[src/hdl/ccfr_pkg.sv]
`timescale 1ns / 1ps
// ----------------------------------------------------------------------------
// ccfr_pkg: shared types and constants of the COBS/CRC frame receiver
// Holds status codes, controller states, command/status structs and CRC step.
// ----------------------------------------------------------------------------
package ccfr_pkg;

    localparam int DEF_MAX_PAYLOAD     = 32;
    localparam int DEF_RX_BUFFER_BYTES = 64;
    localparam int HEAD_BYTES          = 3;
    localparam int MIN_DECODED         = 5;

    localparam logic [15:0] CRC_INIT = 16'hFFFF;
    localparam logic [15:0] CRC_POLY = 16'h1021;
    localparam logic [7:0]  LONG_CODE_BYTE = 8'hFF;

    localparam logic [0:0] REG_SYNC_BYTE = 1'b0;
    localparam logic [0:0] REG_ERROR_CMD = 1'b1;

    typedef enum logic [2:0] {
        ST_OK         = 3'd0,
        ST_BAD_COBS   = 3'd1,
        ST_BAD_LENGTH = 3'd2,
        ST_BAD_START  = 3'd3,
        ST_BAD_CRC    = 3'd4,
        ST_OVERFLOW   = 3'd5
    } t_status;

    typedef enum logic [1:0] {
        S_IDLE,
        S_HEADER,
        S_PAYLOAD
    } t_state;

    // controller -> datapath
    typedef struct packed {
        logic take_byte;   // decode the accepted non-delimiter byte
        logic clear_frame; // reset per-frame state
        logic set_drop;
        logic clr_drop;
        logic load_remote; // latch payload byte 0 into remote error
        logic idx_clear;   // reset payload read index
        logic idx_step;    // advance payload read index
    } t_cmd;

    // datapath -> controller
    typedef struct packed {
        logic    drop;
        logic    frame_empty;
        logic    buffer_full;
        t_status status;
        logic    is_remote;
        logic    idx_last;
        logic    plen_zero;
    } t_stat;

    function automatic logic [15:0] crc_byte(input logic [15:0] crc, input logic [7:0] b);
        logic [15:0] c;
        c = crc ^ {b, 8'h00};
        for (int i = 0; i < 8; i++) begin
            c = c[15] ? ((c << 1) ^ CRC_POLY) : (c << 1);
        end
        return c;
    endfunction

endpackage

[src/hdl/ccfr_if.sv]
`timescale 1ns / 1ps
// ----------------------------------------------------------------------------
// ccfr_if: valid/ready channel interfaces
// Input byte, result item and configuration write channels.
// ----------------------------------------------------------------------------
interface ccfr_in_if;
    logic       valid;
    logic       ready;
    logic [7:0] rx_byte;
    modport source (output valid, output rx_byte, input ready);
    modport sink   (input valid, input rx_byte, output ready);
endinterface

interface ccfr_out_if;
    logic       valid;
    logic       ready;
    logic [2:0] status;
    logic       is_header;
    logic [7:0] frame_command;
    logic [5:0] payload_length;
    logic [4:0] payload_index;
    logic [7:0] payload_byte;
    logic [7:0] remote_error;
    logic       last;
    modport source (output valid, output status, output is_header, output frame_command,
                    output payload_length, output payload_index, output payload_byte,
                    output remote_error, output last, input ready);
    modport sink   (input valid, input status, input is_header, input frame_command,
                    input payload_length, input payload_index, input payload_byte,
                    input remote_error, input last, output ready);
endinterface

interface ccfr_cfg_if;
    logic       valid;
    logic       ready;
    logic [0:0] index;
    logic [7:0] data;
    modport source (output valid, output index, output data, input ready);
    modport sink   (input valid, input index, input data, output ready);
endinterface

[src/hdl/ccfr_datapath.sv]
`timescale 1ns / 1ps
// ----------------------------------------------------------------------------
// ccfr_datapath: COBS decode, CRC, frame checks and payload store
// Executes controller commands and reports frame status.
// ----------------------------------------------------------------------------
module ccfr_datapath #(
    parameter int MAX_PAYLOAD     = ccfr_pkg::DEF_MAX_PAYLOAD,
    parameter int RX_BUFFER_BYTES = ccfr_pkg::DEF_RX_BUFFER_BYTES
) (
    input  logic           i_clk,
    input  logic           i_rst_n,
    input  ccfr_pkg::t_cmd i_cmd,
    input  logic [7:0]     i_rx_byte,
    input  logic [7:0]     i_sync_byte,
    input  logic [7:0]     i_error_cmd,
    output ccfr_pkg::t_stat o_stat,
    output logic [7:0]     o_command,
    output logic [5:0]     o_plen,
    output logic [4:0]     o_index,
    output logic [7:0]     o_pbyte,
    output logic [7:0]     o_remote_error
);
    import ccfr_pkg::*;

    localparam int AW = (MAX_PAYLOAD > 1) ? $clog2(MAX_PAYLOAD) : 1;

    logic [6:0]  r_byte_count;
    logic        r_drop;
    logic [7:0]  r_code_rem;
    logic        r_long_code;
    logic        r_zero_pend;
    logic [6:0]  r_dec_count;
    logic [15:0] r_crc;
    logic [15:0] r_delay;
    logic [7:0]  r_head_start;
    logic [7:0]  r_head_len;
    logic [7:0]  r_head_cmd;
    logic [7:0]  r_remote;
    logic [7:0]  r_mem [MAX_PAYLOAD];
    logic [7:0]  r_rd_data;
    logic [AW-1:0] r_idx;

    // One decoded byte per cycle at most: either the pending zero or a data byte.
    logic       push;
    logic [7:0] push_val;
    logic [7:0] n_code_rem;
    logic       n_long_code;
    logic       n_zero_pend;
    logic [6:0] pidx;
    logic [AW-1:0] rd_addr;
    logic [AW-1:0] wr_addr;
    logic       wr_en;

    always_comb begin
        push        = 1'b0;
        push_val    = i_rx_byte;
        n_code_rem  = r_code_rem;
        n_long_code = r_long_code;
        n_zero_pend = r_zero_pend;
        if (r_code_rem == 8'd0) begin
            push        = r_zero_pend;
            push_val    = 8'd0;
            n_code_rem  = i_rx_byte - 8'd1;
            n_long_code = (i_rx_byte == LONG_CODE_BYTE);
            n_zero_pend = (i_rx_byte == 8'd1);
        end else begin
            push       = 1'b1;
            n_code_rem = r_code_rem - 8'd1;
            if (r_code_rem == 8'd1) n_zero_pend = !r_long_code;
        end
    end

    assign pidx    = r_dec_count - 7'(HEAD_BYTES);
    assign wr_addr = pidx[AW-1:0];
    assign wr_en   = push && (r_dec_count >= 7'(HEAD_BYTES))
                     && (pidx < 7'(MAX_PAYLOAD));

    always_ff @(posedge i_clk) begin
        if (i_cmd.take_byte && wr_en) r_mem[wr_addr] <= push_val;
        r_rd_data <= r_mem[rd_addr];
    end

    always_comb begin
        rd_addr = r_idx;
        if (i_cmd.idx_clear) rd_addr = '0;
        else if (i_cmd.idx_step) rd_addr = r_idx + AW'(1);
    end

    always_ff @(posedge i_clk) begin
        if (!i_rst_n) begin
            r_byte_count <= '0;
            r_drop       <= 1'b0;
            r_code_rem   <= '0;
            r_long_code  <= 1'b0;
            r_zero_pend  <= 1'b0;
            r_dec_count  <= '0;
            r_crc        <= CRC_INIT;
            r_delay      <= '0;
            r_head_start <= '0;
            r_head_len   <= '0;
            r_head_cmd   <= '0;
            r_remote     <= '0;
            r_idx        <= '0;
        end else begin
            r_idx <= rd_addr;
            if (i_cmd.set_drop) r_drop <= 1'b1;
            if (i_cmd.clr_drop) r_drop <= 1'b0;
            if (i_cmd.load_remote) r_remote <= r_rd_data;
            if (i_cmd.clear_frame) begin
                r_byte_count <= '0;
                r_code_rem   <= '0;
                r_long_code  <= 1'b0;
                r_zero_pend  <= 1'b0;
                r_dec_count  <= '0;
                r_crc        <= CRC_INIT;
                r_delay      <= '0;
                r_head_start <= '0;
                r_head_len   <= '0;
                r_head_cmd   <= '0;
            end else if (i_cmd.take_byte) begin
                r_byte_count <= r_byte_count + 7'd1;
                r_code_rem   <= n_code_rem;
                r_long_code  <= n_long_code;
                r_zero_pend  <= n_zero_pend;
                if (push) begin
                    if (r_dec_count == 7'd0) r_head_start <= push_val;
                    if (r_dec_count == 7'd1) r_head_len   <= push_val;
                    if (r_dec_count == 7'd2) r_head_cmd   <= push_val;
                    if (r_dec_count >= 7'd2) r_crc <= crc_byte(r_crc, r_delay[15:8]);
                    r_delay <= {r_delay[7:0], push_val};
                    if (r_dec_count != 7'd127) r_dec_count <= r_dec_count + 7'd1;
                end
            end
        end
    end

    // Frame check in priority order.
    logic [15:0] rx_crc;
    logic [8:0]  len_plus4;
    logic [7:0]  plen8;
    t_status     st;

    assign rx_crc    = {r_delay[7:0], r_delay[15:8]};
    assign len_plus4 = {1'b0, r_head_len} + 9'd4;
    assign plen8     = r_head_len - 8'd1;

    always_comb begin
        if (r_code_rem != 8'd0)                                  st = ST_BAD_COBS;
        else if (r_dec_count < 7'(MIN_DECODED))                  st = ST_BAD_LENGTH;
        else if (r_head_start != i_sync_byte)                    st = ST_BAD_START;
        else if (r_head_len == 8'd0 || {2'b0, r_dec_count} != len_plus4)
                                                                 st = ST_BAD_LENGTH;
        else if (rx_crc != r_crc)                                st = ST_BAD_CRC;
        else if (plen8 > 8'(MAX_PAYLOAD))                        st = ST_BAD_LENGTH;
        else                                                     st = ST_OK;
    end

    assign o_stat.drop        = r_drop;
    assign o_stat.frame_empty = (r_byte_count == 7'd0);
    assign o_stat.buffer_full = (r_byte_count >= 7'(RX_BUFFER_BYTES));
    assign o_stat.status      = st;
    assign o_stat.is_remote   = (r_head_cmd == i_error_cmd) && (plen8 != 8'd0);
    assign o_stat.idx_last    = ({{(8-AW){1'b0}}, r_idx} + 8'd1 == plen8);
    assign o_stat.plen_zero   = (plen8 == 8'd0);

    assign o_command      = r_head_cmd;
    assign o_plen         = plen8[5:0];
    assign o_index        = 5'(r_idx);
    assign o_pbyte        = r_rd_data;
    assign o_remote_error = r_remote;

endmodule

[src/hdl/ccfr_ctrl.sv]
`timescale 1ns / 1ps
// ----------------------------------------------------------------------------
// ccfr_ctrl: frame receiver controller
// Sequences byte intake, the header result and the payload result run.
// ----------------------------------------------------------------------------
module ccfr_ctrl (
    input  logic            i_clk,
    input  logic            i_rst_n,
    input  logic            i_in_valid,
    input  logic            i_in_zero,
    output logic            o_in_ready,
    input  logic            i_out_ready,
    output logic            o_out_valid,
    output logic            o_hdr,
    output logic            o_ok,
    output logic            o_ovf,
    output logic            o_last,
    input  ccfr_pkg::t_stat i_stat,
    output ccfr_pkg::t_cmd  o_cmd
);
    import ccfr_pkg::*;

    t_state r_state, n_state;
    logic   r_ovf, n_ovf;
    logic   acc;

    assign acc = i_in_valid && o_in_ready;

    always_ff @(posedge i_clk) begin
        if (!i_rst_n) begin
            r_state <= S_IDLE;
            r_ovf   <= 1'b0;
        end else begin
            r_state <= n_state;
            r_ovf   <= n_ovf;
        end
    end

    always_comb begin
        n_state = r_state;
        n_ovf   = r_ovf;
        case (r_state)
            S_IDLE: begin
                if (acc && i_in_zero && !i_stat.frame_empty && !i_stat.drop) begin
                    n_state = S_HEADER;
                    n_ovf   = 1'b0;
                end else if (acc && i_in_zero && !i_stat.frame_empty) begin
                    n_state = S_HEADER;
                    n_ovf   = 1'b0;
                end else if (acc && !i_in_zero && !i_stat.drop && i_stat.buffer_full) begin
                    n_state = S_HEADER;
                    n_ovf   = 1'b1;
                end
            end
            S_HEADER: begin
                if (i_out_ready) begin
                    if (r_ovf || i_stat.status != ST_OK || i_stat.plen_zero)
                        n_state = S_IDLE;
                    else
                        n_state = S_PAYLOAD;
                end
            end
            S_PAYLOAD: begin
                if (i_out_ready && i_stat.idx_last) n_state = S_IDLE;
            end
            default: n_state = S_IDLE;
        endcase
    end

    always_comb begin
        o_cmd       = '0;
        o_in_ready  = 1'b0;
        o_out_valid = 1'b0;
        o_hdr       = 1'b0;
        o_ok        = 1'b0;
        o_ovf       = r_ovf;
        o_last      = 1'b0;
        case (r_state)
            S_IDLE: begin
                o_in_ready = 1'b1;
                o_cmd.idx_clear = 1'b1;
                if (acc && i_in_zero) begin
                    o_cmd.clr_drop = 1'b1;
                    // an empty frame is cleared here; a non-empty one after its results are given
                    if (i_stat.frame_empty) o_cmd.clear_frame = 1'b1;
                end else if (acc && !i_stat.drop) begin
                    if (i_stat.buffer_full) begin
                        o_cmd.set_drop    = 1'b1;
                        o_cmd.clear_frame = 1'b1;
                    end else begin
                        o_cmd.take_byte = 1'b1;
                    end
                end
            end
            S_HEADER: begin
                o_out_valid = 1'b1;
                o_hdr       = 1'b1;
                o_ok        = !r_ovf && (i_stat.status == ST_OK);
                o_last      = !o_ok || i_stat.plen_zero;
                if (i_out_ready) begin
                    if (o_ok && i_stat.is_remote) o_cmd.load_remote = 1'b1;
                    if (o_last) o_cmd.clear_frame = 1'b1;
                end
            end
            S_PAYLOAD: begin
                o_out_valid = 1'b1;
                o_ok        = 1'b1;
                o_last      = i_stat.idx_last;
                if (i_out_ready) begin
                    o_cmd.idx_step = 1'b1;
                    if (i_stat.idx_last) o_cmd.clear_frame = 1'b1;
                end
            end
            default: ;
        endcase
    end

endmodule

[src/hdl/cobs_crc_frame_receiver_unit.sv]
`timescale 1ns / 1ps
// ----------------------------------------------------------------------------
// cobs_crc_frame_receiver_unit: COBS frame receiver with CRC-16 check
// Decodes COBS frames on the fly, checks them, and emits result transactions.
// ----------------------------------------------------------------------------
// channel | dir | carries
// in      | in  | rx_byte, one raw received byte per transaction
// out     | out | status/header/command/length/index/byte/remote error/last
// cfg     | in  | index 0 frame sync byte, index 1 error_command_code
//
// A non-delimiter byte is decoded in the cycle it is accepted, unless the frame is dropped.
// A delimiter closing a frame (or an overflowing byte) stops intake while the
// header result and up to MAX_PAYLOAD payload results drain, one per cycle
// the sink is ready; the payload store has one read port, so results are
// serial. Reset is synchronous; the payload store needs no clearing.
// ----------------------------------------------------------------------------
module cobs_crc_frame_receiver_unit #(
    parameter int MAX_PAYLOAD     = ccfr_pkg::DEF_MAX_PAYLOAD,
    parameter int RX_BUFFER_BYTES = ccfr_pkg::DEF_RX_BUFFER_BYTES
) (
    input  logic   i_clk,
    input  logic   i_rst_n,
    ccfr_in_if.sink    in_ch,
    ccfr_out_if.source out_ch,
    ccfr_cfg_if.sink   cfg_ch
);
    import ccfr_pkg::*;

    logic [7:0] r_sync_byte;
    logic [7:0] r_error_cmd;

    t_cmd  cmd;
    t_stat stat;
    logic [7:0] command, pbyte, remote;
    logic [5:0] plen;
    logic [4:0] pidx;
    logic hdr, ok, ovf, last;

    // Configuration registers: always ready.
    assign cfg_ch.ready = 1'b1;
    always_ff @(posedge i_clk) begin
        if (!i_rst_n) begin
            r_sync_byte <= '0;
            r_error_cmd <= '0;
        end else if (cfg_ch.valid) begin
            case (cfg_ch.index)
                REG_SYNC_BYTE: r_sync_byte <= cfg_ch.data;
                REG_ERROR_CMD: r_error_cmd <= cfg_ch.data;
                default: ;
            endcase
        end
    end

    ccfr_ctrl u_ctrl (
        .i_clk       (i_clk),
        .i_rst_n     (i_rst_n),
        .i_in_valid  (in_ch.valid),
        .i_in_zero   (in_ch.rx_byte == 8'd0),
        .o_in_ready  (in_ch.ready),
        .i_out_ready (out_ch.ready),
        .o_out_valid (out_ch.valid),
        .o_hdr       (hdr),
        .o_ok        (ok),
        .o_ovf       (ovf),
        .o_last      (last),
        .i_stat      (stat),
        .o_cmd       (cmd)
    );

    ccfr_datapath #(
        .MAX_PAYLOAD     (MAX_PAYLOAD),
        .RX_BUFFER_BYTES (RX_BUFFER_BYTES)
    ) u_dp (
        .i_clk          (i_clk),
        .i_rst_n        (i_rst_n),
        .i_cmd          (cmd),
        .i_rx_byte      (in_ch.rx_byte),
        .i_sync_byte    (r_sync_byte),
        .i_error_cmd    (r_error_cmd),
        .o_stat         (stat),
        .o_command      (command),
        .o_plen         (plen),
        .o_index        (pidx),
        .o_pbyte        (pbyte),
        .o_remote_error (remote)
    );

    // Remote error reflects the header's own update (load happens on accept).
    logic [7:0] remote_now;
    assign remote_now = (hdr && ok && stat.is_remote) ? pbyte : remote;

    assign out_ch.status         = ovf ? ST_OVERFLOW : (hdr ? stat.status : ST_OK);
    assign out_ch.is_header      = hdr;
    assign out_ch.frame_command  = ok ? command : 8'd0;
    assign out_ch.payload_length = ok ? plen : 6'd0;
    assign out_ch.payload_index  = hdr ? 5'd0 : pidx;
    assign out_ch.payload_byte   = hdr ? 8'd0 : pbyte;
    assign out_ch.remote_error   = remote_now;
    assign out_ch.last           = last;

endmodule
[src/flat_wrapper.sv]
// flat-port wrapper written by rule: the top's interface ports become plain ports
module cobs_crc_frame_receiver_unit_flat import ccfr_pkg::*;
#(
    parameter int MAX_PAYLOAD     = ccfr_pkg::DEF_MAX_PAYLOAD,
    parameter int RX_BUFFER_BYTES = ccfr_pkg::DEF_RX_BUFFER_BYTES
)
  (i_clk, i_rst_n, in_ch_valid, in_ch_rx_byte, in_ch_ready, out_ch_valid, out_ch_status, out_ch_is_header, out_ch_frame_command, out_ch_payload_length, out_ch_payload_index, out_ch_payload_byte, out_ch_remote_error, out_ch_last, out_ch_ready, cfg_ch_valid, cfg_ch_index, cfg_ch_data, cfg_ch_ready);
  ccfr_in_if in_ch_i ();
  ccfr_out_if out_ch_i ();
  ccfr_cfg_if cfg_ch_i ();
  input  logic i_clk;
  input  logic i_rst_n;
  input wire logic [$bits(in_ch_i.valid)-1:0] in_ch_valid;
  input wire logic [$bits(in_ch_i.rx_byte)-1:0] in_ch_rx_byte;
  output wire logic [$bits(in_ch_i.ready)-1:0] in_ch_ready;
  output wire logic [$bits(out_ch_i.valid)-1:0] out_ch_valid;
  output wire logic [$bits(out_ch_i.status)-1:0] out_ch_status;
  output wire logic [$bits(out_ch_i.is_header)-1:0] out_ch_is_header;
  output wire logic [$bits(out_ch_i.frame_command)-1:0] out_ch_frame_command;
  output wire logic [$bits(out_ch_i.payload_length)-1:0] out_ch_payload_length;
  output wire logic [$bits(out_ch_i.payload_index)-1:0] out_ch_payload_index;
  output wire logic [$bits(out_ch_i.payload_byte)-1:0] out_ch_payload_byte;
  output wire logic [$bits(out_ch_i.remote_error)-1:0] out_ch_remote_error;
  output wire logic [$bits(out_ch_i.last)-1:0] out_ch_last;
  input wire logic [$bits(out_ch_i.ready)-1:0] out_ch_ready;
  input wire logic [$bits(cfg_ch_i.valid)-1:0] cfg_ch_valid;
  input wire logic [$bits(cfg_ch_i.index)-1:0] cfg_ch_index;
  input wire logic [$bits(cfg_ch_i.data)-1:0] cfg_ch_data;
  output wire logic [$bits(cfg_ch_i.ready)-1:0] cfg_ch_ready;
  assign in_ch_i.valid = in_ch_valid;
  assign in_ch_i.rx_byte = in_ch_rx_byte;
  assign in_ch_ready = in_ch_i.ready;
  assign out_ch_valid = out_ch_i.valid;
  assign out_ch_status = out_ch_i.status;
  assign out_ch_is_header = out_ch_i.is_header;
  assign out_ch_frame_command = out_ch_i.frame_command;
  assign out_ch_payload_length = out_ch_i.payload_length;
  assign out_ch_payload_index = out_ch_i.payload_index;
  assign out_ch_payload_byte = out_ch_i.payload_byte;
  assign out_ch_remote_error = out_ch_i.remote_error;
  assign out_ch_last = out_ch_i.last;
  assign out_ch_i.ready = out_ch_ready;
  assign cfg_ch_i.valid = cfg_ch_valid;
  assign cfg_ch_i.index = cfg_ch_index;
  assign cfg_ch_i.data = cfg_ch_data;
  assign cfg_ch_ready = cfg_ch_i.ready;
  cobs_crc_frame_receiver_unit #(.MAX_PAYLOAD(MAX_PAYLOAD), .RX_BUFFER_BYTES(RX_BUFFER_BYTES)) u_core (.i_clk(i_clk), .i_rst_n(i_rst_n), .in_ch(in_ch_i), .out_ch(out_ch_i), .cfg_ch(cfg_ch_i));
endmodule
[config.mk]
export PLATFORM = sky130hd
export DESIGN_NAME = cobs_crc_frame_receiver_unit_flat
export DESIGN_NICKNAME = d
export VERILOG_FILES = /design/src/hdl/ccfr_pkg.sv /design/src/hdl/ccfr_if.sv /design/src/hdl/ccfr_datapath.sv /design/src/hdl/ccfr_ctrl.sv /design/src/hdl/cobs_crc_frame_receiver_unit.sv /design/src/flat_wrapper.sv
export SDC_FILE = /design/constraint.sdc
export NUM_CORES = 1
export LEC_CHECK = 0
export BUFFER_PORTS_ARGS = -buffer_cell sky130_fd_sc_hd__buf_2
export CORE_UTILIZATION = 40
export DETAILED_ROUTE_END_ITERATION = 8
export SLEW_MARGIN = 10
export SYNTH_ARGS = -nofsm -noshare
export SYNTH_HDL_FRONTEND = slang
export SYNTH_SLANG_ARGS = --single-unit
export TNS_END_PERCENT = 100
[constraint.sdc]
create_clock -name i_clk -period 3.3 [get_ports i_clk]
set_input_delay 0.825 -clock i_clk [delete_from_list [all_inputs] [get_ports i_clk]]
set_output_delay 0.825 -clock i_clk [all_outputs]
set_load 0.005 [all_outputs]
# Word-level counts from Yosys, hierarchy flattened
# Memories as Yosys holds them, arrays and structs flattened. A register that Yosys moved wholly into a read port is not among the register bits.
# Index checks and enable logic that the tools add are counted.
# totals
word_cells	180
ramBits	256
memories	1
reg_bits	113
inputBits	22
output_inout_bits	43
# op_classes
addsub	9
eq_ne	16
n_reduce_logical	55
n_bitwise	11
magnitude_cmp	6
muxes	65
# mem_list
memory	words	word_bits	read_ports	rd_ports_with_merged_regs	write_ports	line_no	rtl
u_core.u_dp.r_mem	32	8	1	1	1	ccfr_datapath.sv:39	logic [7:0] r_mem [MAX_PAYLOAD];
# ops
op	n
two-way mux 13 bit	8
two-way mux 8 bit	5
zero test 8 bit	4
two-way mux 1 bit	27
two-way mux 3 bit	8
inverter 3 bit	8
subtractor 8 x 1 -> 8 bit, second input constant	3
two-way mux 2 bit	9
AND reduction 3 bit	6
logical AND 1 bit	17
== test 8 x 1 -> 1 bit, second input constant	2
!= test 16 bit	1
nonzero test 8 bit	2
bitwise XOR 16 bit	1
two-way mux 5 bit	3
adder 7 x 1 -> 7 bit, second input constant	2
>= comparator 7 x 2 -> 1 bit, second input constant	2
zero test 7 bit	2
AND reduction 2 bit	6
adder 8 x 3 -> 9 bit, second input constant	1
!= test 7 x 9 -> 1 bit	1
== test 6 x 8 -> 1 bit	1
== test 8 bit	1
== test 8 bit, second input constant	1
27 further kinds	41

# Logic depth before layout (Yosys ltp)
# logic_depth
word_depth	17
mapped_depth	12
mapped_depth_nobuf	9

# By module
# From an unflattened synthesis, not the netlist that was laid out.
# hier_totals
cells_unflattened	1542
area_unflattened_um2	17425.5
# modules_own_cells
module	cells_each	seq_area_each_um2	instances	area_each_um2
ccfr_datapath	1391	9729.3	1	16094.2
cobs_crc_frame_receiver_unit	109	320.3	1	978.4
ccfr_ctrl	42	60.1	1	352.8

# Worst setup path after synthesis
# Ideal clock, no wire load.
# synth_timing
kind	reg-to-output
start	register u_core.u_dp.r_head_len[2]
end	output port out_ch_remote_error[0]
path_buffers	2
arrival_ns	2.638
stages_incl_launch_ff	12
required_ns	2.475
path_slack_ns	-0.163
cell_sequence	dfxtp_1 > buf_2 > inv_1 > ha_1 > xor2_1 > nor4_1 > nand3_1 > a2111o_1 > o41ai_4 > and2_1 > buf_4 > a22o_1
# synth_via
elab_chain_len	14
word_cells_on_any_way	20
classes_between	2 x add/sub; 1 x order compare; 1 x eq/ne; 8 x mux; 8 x reduce/logical
# synth_lines
element	line_no	rtl
start, declared	ccfr_datapath.sv:36	logic [7:0] r_head_len;
start signal, assigned	ccfr_datapath.sv:127	if (r_dec_count == 7'd1) r_head_len <= push_val;
subtractor 8 x 1 -> 8 bit	ccfr_datapath.sv:145	assign plen8 = r_head_len - 8'd1;
> comparator 8 x 6 -> 1 bit	ccfr_datapath.sv:154	else if (plen8 > 8'(MAX_PAYLOAD)) st = ST_BAD_LENGTH;
two-way mux 2 bit	ccfr_datapath.sv:154	
two-way mux 3 bit	ccfr_datapath.sv:153	else if (rx_crc != r_crc) st = ST_BAD_CRC;
two-way mux 3 bit	ccfr_datapath.sv:151	else if (r_head_len == 8'd0 || {2'b0, r_dec_count} != len_plus4)
two-way mux 3 bit	ccfr_datapath.sv:150	else if (r_head_start != i_sync_byte) st = ST_BAD_START;
two-way mux 3 bit	ccfr_datapath.sv:149	else if (r_dec_count < 7'(MIN_DECODED)) st = ST_BAD_LENGTH;
two-way mux 3 bit	ccfr_datapath.sv:148	if (r_code_rem != 8'd0) st = ST_BAD_COBS;
zero test 3 bit	ccfr_ctrl.sv:98	o_ok = !r_ovf && (i_stat.status == ST_OK);
logical AND 1 bit	ccfr_ctrl.sv:98	
one-hot mux 1 bit (2 select lines)	ccfr_ctrl.sv:78	case (r_state)
logical AND 1 bit	cobs_crc_frame_receiver_unit.sv:90	assign remote_now = (hdr && ok && stat.is_remote) ? pbyte : remote;
logical AND 1 bit (*)	cobs_crc_frame_receiver_unit.sv:90	
two-way mux 8 bit (*)	cobs_crc_frame_receiver_unit.sv:90	
end, declared	flat_wrapper.sv:23	output wire logic [$bits(out_ch_i.remote_error)-1:0] out_ch_remote_error;
# Every way passes the cells marked *; elsewhere a longest branch is shown, timed or not.

# Worst setup path in the final report
# layout_timing
start	register u_core.u_dp.r_head_len[3]
end	output port out_ch_remote_error[5]
# Same word-level chain as after synthesis.

==> impl_metrics.yaml <==
sta:
  slew_headroom_pct: 39.88
  fin_setup_tns_ns: -12.97
  timing.hold.ws_ns: 0.4714
  period_share_pct: 118.7
  finalSetupViolations: 25
  finalMaxSlewViolations: 0
  max_freq_ghz: 0.2552
  rsz0062_at_grt: "true"
  layout_min_cycle_time_ns: 3.918
  timing.final.ws_setup_ns: -0.6180
  tightest_slew_ns: 0.9000
  finClkSkew_ns: 0.03497
  hold_viol: 0
global_route:
  antenna_found_initial: 0
  grt_usage_pct: 19.26
  gr-total-overflow: 0
  grt_pass1_wl_um: 61910
  grt_max_degree: 73
  grt_pass1_vias: 10427
routing:
  vias: 10492
  drtIter0Drc: 656
  drcViolationCount: 5
  ant_nets: 0
  first_pass_iters: 7
  wl_per_cell_um: 20.88
  via_per_inst: 5.337
  finalWirelength_um: 41050
pwr:
  ir_drop_mv: 0.6021
  internal-power_mw: 9.890
  swShare_pct: 29.51
  comb_power_share_pct: 25.0
  design_power_total_mw: 14.03
  clkPwrFrac_pct: 31.9
  powerDensity_nw_per_um2: 696.4
  leakage_nw: 7.128
  seqPwrFrac_pct: 43.1
  p_switching_mw: 4.141
critical_path:
  critPathLaunchType: "flip-flop"
  reg2reg_from: "u_core.u_dp.r_head_len[0]"
  required_ns: 2.47
  crit_type: "flip-flop to output port"
  rrSetupSlack_ns: 0.43
  cp.arrival_ns: 3.09
  cp-end-kind: "output port"
  r2r-end: "u_core.u_dp.r_head_len[6]"
  r2r_cells: 10
  critPathMaxFanout: 8
clock_network:
  clock_path_buffers: 3
  clock_latency_ns: 0.55
  postCtsHoldBufs: 0
  clk_pin_slew_worst_paths_ns: 0.06
  h-tree-depth: 2
  cts_tree: "done"
  numCtsBuffers: 40
  root_buffer: "clkbuf_16"
  cts_sinks: 377
floorplanning:
  ioPinCount: 65
  dieArea_um2: 42730
  rows: 74
  initial_core_util_pct: 40.77
  dieWidth_um: 206.7
  chipHeight_um: 206.7
  core_um2: 41110
synth:
  seq_area_frac_synth_pct: 60.31
  syn_nets: 1276
  syn_area_per_cell_um2: 13.63
  async_flop_share_pct: 0
  ys_warn_count: 0
  synth_ff_type: "edfxtp_1"
  synth_cell_types: 73
  syn_area_um2: 16760
  synthCells: 1230
  ys_seq_elements: 377
  synth_edf_count: 256
final_layout:
  layout-drive-gt1-share_pct: 27.27
  fillers: 3634
  layout.nets: 1453
  final_cell_mix: "256 x edfxtp_1, 121 x buf_4, 119 x nor2_1"
  syn2layout_area_growth_pct: 20.19
  final_common_cell: "edfxtp_1"
  antennaDiodeCount: 0
status:
  status: "complete, but fails checks"
  violations: "design-rule violations, negative setup slack"
place:
  portBuffers: 63
  dpl.hpwl_um: 27330
  place_congestion: 0.8193
hold_path:
  hp-start: "u_core.u_dp.r_delay[1]"
  min_path_cells: 2
  hp-class: "flip-flop to flip-flop"
  worstHoldEndpoint: "u_core.u_dp.r_delay[9]"
job:
  maxCapViolations: 0
metrics by stage:
stage / util [%] / cell area (um2) / cells / setup WS, ns
after floorplan: - / 16790 / 1230 / 0.03239
after global placement: 45.10 / 18540 / 1888 / -0.3693
after detailed placement: 45.10 / 18540 / 1888 / -0.3498
after CTS: 48.69 / 20020 / 1964 / -0.5409
after global routing: 49.01 / 20150 / 1966 / -0.6893
final: 49.01 / 20150 / 1966 / -0.6180
per-layer routing:
metal	up-vias	routed length, um	track usage (%)
li1	4936	-	-
met1	5246	18410	26.43
met2	250	19600	31.40
met3	60	2189	3.642
met4	0	851	4.927
met5	-	0	0
flip-flops by register name (all words and copies together), names as in the netlist, 5 cells and up:
name                        cells
u_core.u_dp.r_crc              16
u_core.u_dp.o_pbyte             8
u_core.u_dp.r_delay            16
u_core.u_dp.r_dec_count         7
u_core.u_dp.r_byte_count        7
u_core.u_dp.o_index             5
u_core.u_dp.r_head_start        8
u_core.u_dp.o_remote_error      8
u_core.r_error_cmd              8
u_core.r_sync_byte              8
u_core.u_dp.r_code_rem          8
u_core.u_dp.r_head_len          8
u_core.u_dp.r_mem             256
u_core.u_dp.o_command           8
critical path, stage by stage, from the launching register on:
cell and delay (ns):
dfxtp_2 0.33, buf_6 0.13, or4_4 0.52, o31ai_4 0.18, a22o_2 0.21, o21ai_4 0.07
buf_6 0.12, o41ai_4 0.35, buf_4 0.17, and2_4 0.21, a22o_1 0.14, buf_2 0.13
cell families (layout without fill, tap and decap cells):
group           after synthesis  after routing  synth area share [%]
fa+ha+maj                    24             24                 1.791
flops                       377            377                 60.31
mux                         134            134                 13.31
other cells                   1              1               0.02237
xor+xnor                     94             94                 5.076
simple gates                369            369                 10.86
compound gates              144            144                 6.128
buf+inv                      87            291                 2.501
layout make-up:
| cell class | count | area (um2) | share of cell area, % |
|---|---|---|---|
| sequential | 377 | 10130 | 50.27 |
| timing repair buffer | 199 | 1484 | 7.366 |
| clock inverter | 16 | 195.2 | 0.9688 |
| tap | 532 | 665.6 | 3.304 |
| multi-input combinational | 766 | 6476 | 32.15 |
| clock buffer | 53 | 1111 | 5.515 |
| inverter | 23 | 86.33 | 0.4285 |
cells in the mapped netlist (4+ instances only):
cell      number  area, um2
clkbuf_1      30      112.6
a31oi_1        4      25.02
edfxtp_1     256       7687
and2_1        16      100.1
and3_1        14      87.58
xor2_1        34      297.8
nor3_1        12      60.06
nand2b_1      12      75.07
a211o_1        9      78.83
o21ai_0       28      140.1
or3_1          4      25.02
xnor2_1       58      508.0
a22o_1         8      70.07
nor3b_1        4      30.03
nand3_1       27      135.1
nand2_1       68      255.2
nor4b_1        5      43.79
a21boi_0       9      67.56
nor2_1       130      488.0
ha_1          24      300.3
nor2b_1       40      250.2
buf_6          9      101.4
buf_2         11      55.05
inv_1         23      86.33
mux4_2        71       1599
buf_1         11      41.29
nand4_1       14      87.58
mux2i_1       62      620.6
a22oi_1        8      60.06
a21o_1         7      52.55
o22ai_1       11      68.82
a21oi_1       29      145.1
dfxtp_1      121       2422
nor4_1        11      68.82
repair_timing:
action | in CTS | in global routing
endpoints found under the setup margin | 25 | 26
setup buffers | 9 | 2
resized for setup | 36 | 23
pin swaps | 19 | 13
endpoints found under the hold margin | 0 | 0
power groups by stage:
stage	combinational, mW	sequential (mW)	clock [mW]
4_1_cts	3.40	6.02	4.59
6_report	3.51	6.04	4.48
2_1_floorplan	2.10	6.06	0
5_1_grt	3.85	6.08	4.74
3_5_place_dp	3.24	6.11	0
3_3_place_gp	3.19	6.10	0
how the worst max path moves through the flow:
stage,depth (start not counted),from,slack (ns),to
floorplan,9,u_core.u_dp.r_head_len[0],0.03,out_ch_remote_error[0]
global placement,10,u_core.u_dp.r_delay[15],-0.37,out_ch_payload_length[4]
detailed placement,10,u_core.u_dp.r_crc[7],-0.35,out_ch_payload_length[4]
CTS,11,u_core.u_dp.r_head_len[3],-0.54,out_ch_payload_length[4]
global route,11,u_core.u_dp.r_head_len[3],-0.69,out_ch_remote_error[0]
finish,11,u_core.u_dp.r_head_len[3],-0.62,out_ch_remote_error[5]
Note: power is estimated with default switching activity, not from simulation.
